**src/rtl/core/irct_ram.sv**
```systemverilog
`default_nettype none
module irct_ram #(
    parameter int WIDTH = 8,
    parameter int DEPTH = 4
) (
    input  wire logic                     clk,
    input  wire logic                     we,
    input  wire logic [$clog2(DEPTH)-1:0] waddr,
    input  wire logic [WIDTH-1:0]         wdata,
    input  wire logic [$clog2(DEPTH)-1:0] raddr,
    output logic      [WIDTH-1:0]         rdata
);
    logic [WIDTH-1:0] mem_reg [DEPTH];

    // Write port and registered read port
    always_ff @(posedge clk)
    begin
        if (we)
        begin
            mem_reg[waddr] <= wdata;
        end
        rdata <= mem_reg[raddr];
    end
endmodule
`default_nettype wire

```
**config.mk**
```make
export PLATFORM = sky130hd
export DESIGN_NAME = irct_ram
export DESIGN_NICKNAME = d
export VERILOG_FILES = /design/src/rtl/core/irct_ram.sv
export SDC_FILE = /design/constraint.sdc
export NUM_CORES = 1
export LEC_CHECK = 0
export BUFFER_PORTS_ARGS = -buffer_cell sky130_fd_sc_hd__buf_2
export CAP_MARGIN = 20
export CORE_UTILIZATION = 53
export DETAILED_ROUTE_END_ITERATION = 7
export PLACE_DENSITY_LB_ADDON = 0.25
export REMOVE_ABC_BUFFERS = 1
export SETUP_SLACK_MARGIN = 0.5
export SLEW_MARGIN = 0
export SYNTH_ARGS = -nofsm -noshare
export SYNTH_HDL_FRONTEND = slang
export SYNTH_SLANG_ARGS = --single-unit
```
**constraint.sdc**
```tcl
create_clock -name clk -period 1.5 [get_ports clk]
set_input_delay 0.225 -clock clk [delete_from_list [all_inputs] [get_ports clk]]
set_output_delay 0.225 -clock clk [all_outputs]
set_load 0.005 [all_outputs]
```
==> results of run 1 <==
## what timing repair did
item                       in CTS  in global routing
pin swaps                       0                  0
setup endpoints to repair       8                  9
resized for setup               0                  3
## cells in the mapped netlist
cell | instances | area (µm²)
mux4_2 | 8 | 180.2
and3_1 | 1 | 6.260
nor3b_1 | 1 | 7.510
clkbuf_2 | 1 | 5.000
dfxtp_1 | 8 | 160.2
edfxtp_1 | 32 | 960.9
and3b_1 | 2 | 17.52
buf_6 | 1 | 11.26
## worst paths after layout
| check | start | endpoint | slack (ns) |
|---|---|---|---|
| worst max-delay path | rdata[0] | rdata[0] | 0.50 |
| worst min-delay path | wdata[6] | mem_reg[0][6] | 0.09 |
| worst max register to register | mem_reg[3][1] | rdata[1] | 0.52 |
| worst min register to register | mem_reg[0][5] | rdata[5] | 0.55 |
## power by group through the flow
stage	logic (mW)	registers [mW]	clock network, mW
floorplan	0.0466	1.30	0
global placement	0.111	1.30	0
detailed placement	0.116	1.30	0
CTS	0.116	1.28	0.528
global route	0.127	1.28	0.564
finish	0.117	1.28	0.509
## per-layer routing
metal  global-route usage  wire length (µm)  part of all wire  vias up
met5                    0                 0                 0        -
met4              0.09211                36             0.020        0
met3              0.05217                72             0.039        5
met2               0.2848              1021              0.56       19
met1               0.1527               701              0.38      294
li1                     -                 -                 -      277
## final cells by class
cell class | count | area, µm²
clock buffers | 5 | 37.54
clock inverters | 3 | 18.77
fillers | 162 | 752.0
multi-input cells | 12 | 211.5
flip-flops and latches | 40 | 1124
well taps | 28 | 35.03
repair buffers | 22 | 118.9
## per-stage QoR
stage | cell area, µm² | setup WS (ns) | power, mW | cells | hold slack [ns]
final | 1545 | 0.4997 | 1.905 | 110 | 0.09433
after global routing | 1545 | 0.4599 | 1.975 | 110 | 0.07808
after CTS | 1536 | 0.4781 | 1.924 | 110 | 0.07810
after detailed placement | 1480 | 0.3115 | 1.421 | 102 | 0.4433
after global placement | 1480 | 0.3362 | 1.411 | 102 | 0.4384
after floorplan | 1333 | 0.2109 | 1.350 | 52 | 0.3239
## kinds of logic (layout without fill, tap and decap cells)
family / Yosys count / count (layout)
mux: 8 / 8
flops: 40 / 40
buf+inv: 2 / 30
simple gates: 4 / 4
==> flow_summary.json, run 1 <==
{
  "status": "finished clean",
  "synth_compound_area_frac": 0,
  "place.gp.congestion": 0.6581,
  "drt-total-wl_mm": 1.831,
  "drv_cap": 0,
  "clkTransAtPathRegs_ns": 0.12,
  "final_antenna_net_count": 0,
  "dieArea_mm2": 0.002750,
  "setup_tns_ns": 0,
  "cp_max_fo": 1,
  "yosys_warnings": 0,
  "tightest_slew_ns": 0.4290,
  "syn_area_mm2": 0.001349,
  "synthXorXnorAreaFrac": 0,
  "grt_first_pass_wirelength_mm": 2.711,
  "rsz0062_at_grt": "true",
  "num_io_pins": 22,
  "hold_viol": 0,
  "antenna_cells": 0,
  "swShare": 0.2083,
  "cp_num_cells": 1,
  "post_cts_buffers": 0,
  "drt-vias-per-instance": 5.409,
  "die_w_um": 52.45,
  "cts_buffers": 5,
  "critPathTopFamily": "flip-flops",
  "drt-pass1-iter-count": 4,
  "finish.utilization": 0.6727,
  "irDropWorstVdd_mv": 0.7217,
  "cts.htree.levels": 2,
  "cpMaxStageDelayCell": "dfxtp_2",
  "clockBufferDepth": 2,
  "leakage_nw": 0.5584,
  "power.internal_mw": 1.508,
  "start_kind": "flip-flop",
  "root_buffer": "clkbuf_4",
  "switchingPower_uw": 396.8,
  "slowest_delay_ns": 0.33,
  "synthAdderAreaFrac": 0,
  "worstSetupEndpointType": "output port",
  "clkPwrFrac": 0.267,
  "fp.coreArea_mm2": 0.002297,
  "drive_above_1_share": 0.4878,
  "layout_common_cells": "32 x edfxtp_1, 20 x buf_2, 8 x mux4_2",
  "grt_max_degree": 14,
  "worst_hold_path.num_cells": 1,
  "cts.sinks": 40,
  "ys_seq_area_frac": 0.8312,
  "crit_chain": "buf_2",
  "path_buf_inv": 1,
  "ctsHoldBuffers": 0,
  "drc_errors": 0,
  "largest_register_ffs": 32,
  "io_buffer_count": 21,
  "rows": 17,
  "grt_overflow": 0,
  "reg2reg_depth": 1,
  "fin_nets": 95,
  "max_slew_margin": 0.7140,
  "pwr-share-seq": 0.672,
  "synth_simple_gate_area_frac": 0.02319,
  "setup_viol": 0,
  "syn2layout_area_growth_pct": 14.56,
  "skew_ns": 0.01243,
  "mostFrequentLayoutCell": "edfxtp_1",
  "clk_latency_ns": 0.34,
  "period_needed_ns": 1.000,
  "critPathKind": "reg2out",
  "slew_viol_final": 0,
  "tritoncts": "done",
  "wl_per_cell_um": 16.65,
  "power_density_mw_per_mm2": 1233,
  "fmax_mhz": 999.7,
  "synth_top_family_by_area": "multiplexers",
  "yosys_register_bits": 40,
  "synthCells": 54,
  "synth_mux_area_frac": 0.1336,
  "grt.total_usage": 0.1576,
  "hold_class": "in2reg",
  "antenna_found_initial": 0,
  "dr.first_iter.drc_count": 14,
  "initial_core_util": 0.5871,
  "grt_pass1_vias": 599,
  "avgSynthCellArea_um2": 24.98,
  "cp.arrival_ns": 0.78,
  "required_ns": 1.27,
  "dr_total_vias": 595,
  "die_h_um": 52.45,
  "power.share.combinational": 0.061,
  "synth_cell_types": 8,
  "period_share": 0.6669
}
No activity file was read; power rests on OpenSTA's default activity.
==> run 2, diff against run 1 <==
Clock period 1.5 ns to 1 ns, I/O delays scaled along.
==> flow_summary.json, run 2 (synthesis gave the netlist of run 1 again) <==
{
  "cts.sinks": 40,
  "initial_core_util": 0.5871,
  "tightest_slew_ns": 0.1879,
  "grt.total_usage": 0.1557,
  "tritoncts": "done",
  "dr_total_vias": 635,
  "largest_register_ffs": 32,
  "root_buffer": "clkbuf_4",
  "drc_errors": 0,
  "critPathTopFamily": "multiplexers",
  "slew_viol_final": 0,
  "rsz0062_at_grt": "true",
  "clockBufferDepth": 2,
  "dieArea_mm2": 0.002750,
  "rows": 17,
  "syn2layout_area_growth_pct": 27.46,
  "antenna_cells": 0,
  "final_area_mm2": 0.001719,
  "grt_max_degree": 13,
  "leakage_nw": 0.6240,
  "clkTransAtPathRegs_ns": 0.11,
  "dr.first_iter.drc_count": 6,
  "cts_buffers": 5,
  "path_buf_inv": 0,
  "cp.arrival_ns": 1.19,
  "drt-pass1-iter-count": 3,
  "grt_overflow": 0,
  "dp_hpwl_mm": 1.276,
  "clk_latency_ns": 0.32,
  "fmax_mhz": 1016,
  "io_buffer_count": 21,
  "fin_nets": 99,
  "wl_per_cell_um": 16.20,
  "irDropWorstVdd_mv": 1.858,
  "setup_tns_ns": 0,
  "nFillCells": 136,
  "layout_common_cells": "32 x edfxtp_1, 16 x buf_2, 8 x mux4_2",
  "place.gp.congestion": 0.6774,
  "worstSetupEndpointType": "flip-flop",
  "drv_cap": 0,
  "period_share": 0.9840,
  "cpMaxStageDelayCell": "mux4_2",
  "place_area_mm2": 0.001560,
  "power_density_mw_per_mm2": 1898,
  "slowest_delay_ns": 0.47,
  "status": "finished clean",
  "drt-vias-per-instance": 5.570,
  "setup_viol": 0,
  "die_w_um": 52.45,
  "whs_ns": 0.03368,
  "final_antenna_net_count": 0,
  "grt_first_pass_wirelength_mm": 2.766,
  "critPathKind": "reg2reg",
  "drt-total-wl_mm": 1.847,
  "fin_total_pwr_mw": 3.264,
  "hold_class": "in2reg",
  "required_ns": 1.20,
  "num_io_pins": 22,
  "cp_max_fo": 1,
  "fp.coreArea_mm2": 0.002297,
  "die_h_um": 52.45,
  "mostFrequentLayoutCell": "edfxtp_1",
  "hold_viol": 0,
  "max_slew_margin": 0.8747,
  "skew_ns": 0.006876,
  "grt_pass1_vias": 643,
  "period_needed_ns": 0.9840,
  "post_cts_buffers": 0,
  "drive_above_1_share": 0.5581,
  "cts.htree.levels": 2,
  "crit_chain": "mux4_2",
  "start_kind": "flip-flop",
  "antenna_found_initial": 0
}
==> run 2: changes by cell type in the layout (fill, tap and decap cells not counted), moves of 2 or more <==
cell / delta
buf_12: +4
clkbuf_8: +2
buf_2: -4
buf_8: +2
buf_6: +3
clkinv_2: -2
and3b_1: -2
and3b_2: +2
==> run 2: worst paths after layout <==
kind                 start             to  slack (ns)  cells after the start
min               wdata[6]  mem_reg[1][6]        0.03                      1
max reg2reg  mem_reg[3][4]       rdata[4]        0.02                      1
min reg2reg  mem_reg[2][3]       rdata[3]        0.56                      1
max          mem_reg[3][4]       rdata[4]        0.02                      1
==> run 2: metal layers <==
| metal | track usage | vias to the layer above | share of wire |
|---|---|---|---|
| met3 | 0.05217 | 2 | 0.034 |
| met1 | 0.1527 | 329 | 0.39 |
| met2 | 0.2975 | 16 | 0.57 |
| met5 | 0 | - | 0 |
| met4 | 0.05263 | 0 | 0.0070 |
| li1 | - | 288 | - |
==> run 2: metrics by stage <==
step	util	std cells	setup slack, ns
after detailed placement	0.6792	106	-0.03049
after global placement	0.6792	106	-0.008121
after CTS	0.7358	114	0.01522
after global routing	0.7484	114	0.002007
final	0.7484	114	0.01598
after floorplan	-	52	-0.2141
==> run 2: what timing repair did <==
action                     4_1_cts  5_1_grt
hold buffers                     0        0
resized for setup                8        7
pin swaps                        2        2
setup endpoints to repair       48       43
==> run 2: area by class of cell <==
| type | instances | area, µm² | area share |
|---|---|---|---|
| multi-input combinational | 12 | 230.2 | 0.1339 |
| clock inverter | 1 | 30.03 | 0.01747 |
| timing repair buffer | 26 | 235.2 | 0.1368 |
| tap | 28 | 35.03 | 0.02038 |
| sequential | 40 | 1124 | 0.6536 |
| clock buffer | 7 | 65.06 | 0.03785 |
==> run 2: where the power goes <==
group          internal, mW  switching (mW)
Sequential             1.90          0.0234
Clock                 0.664           0.452
Combinational         0.142          0.0866
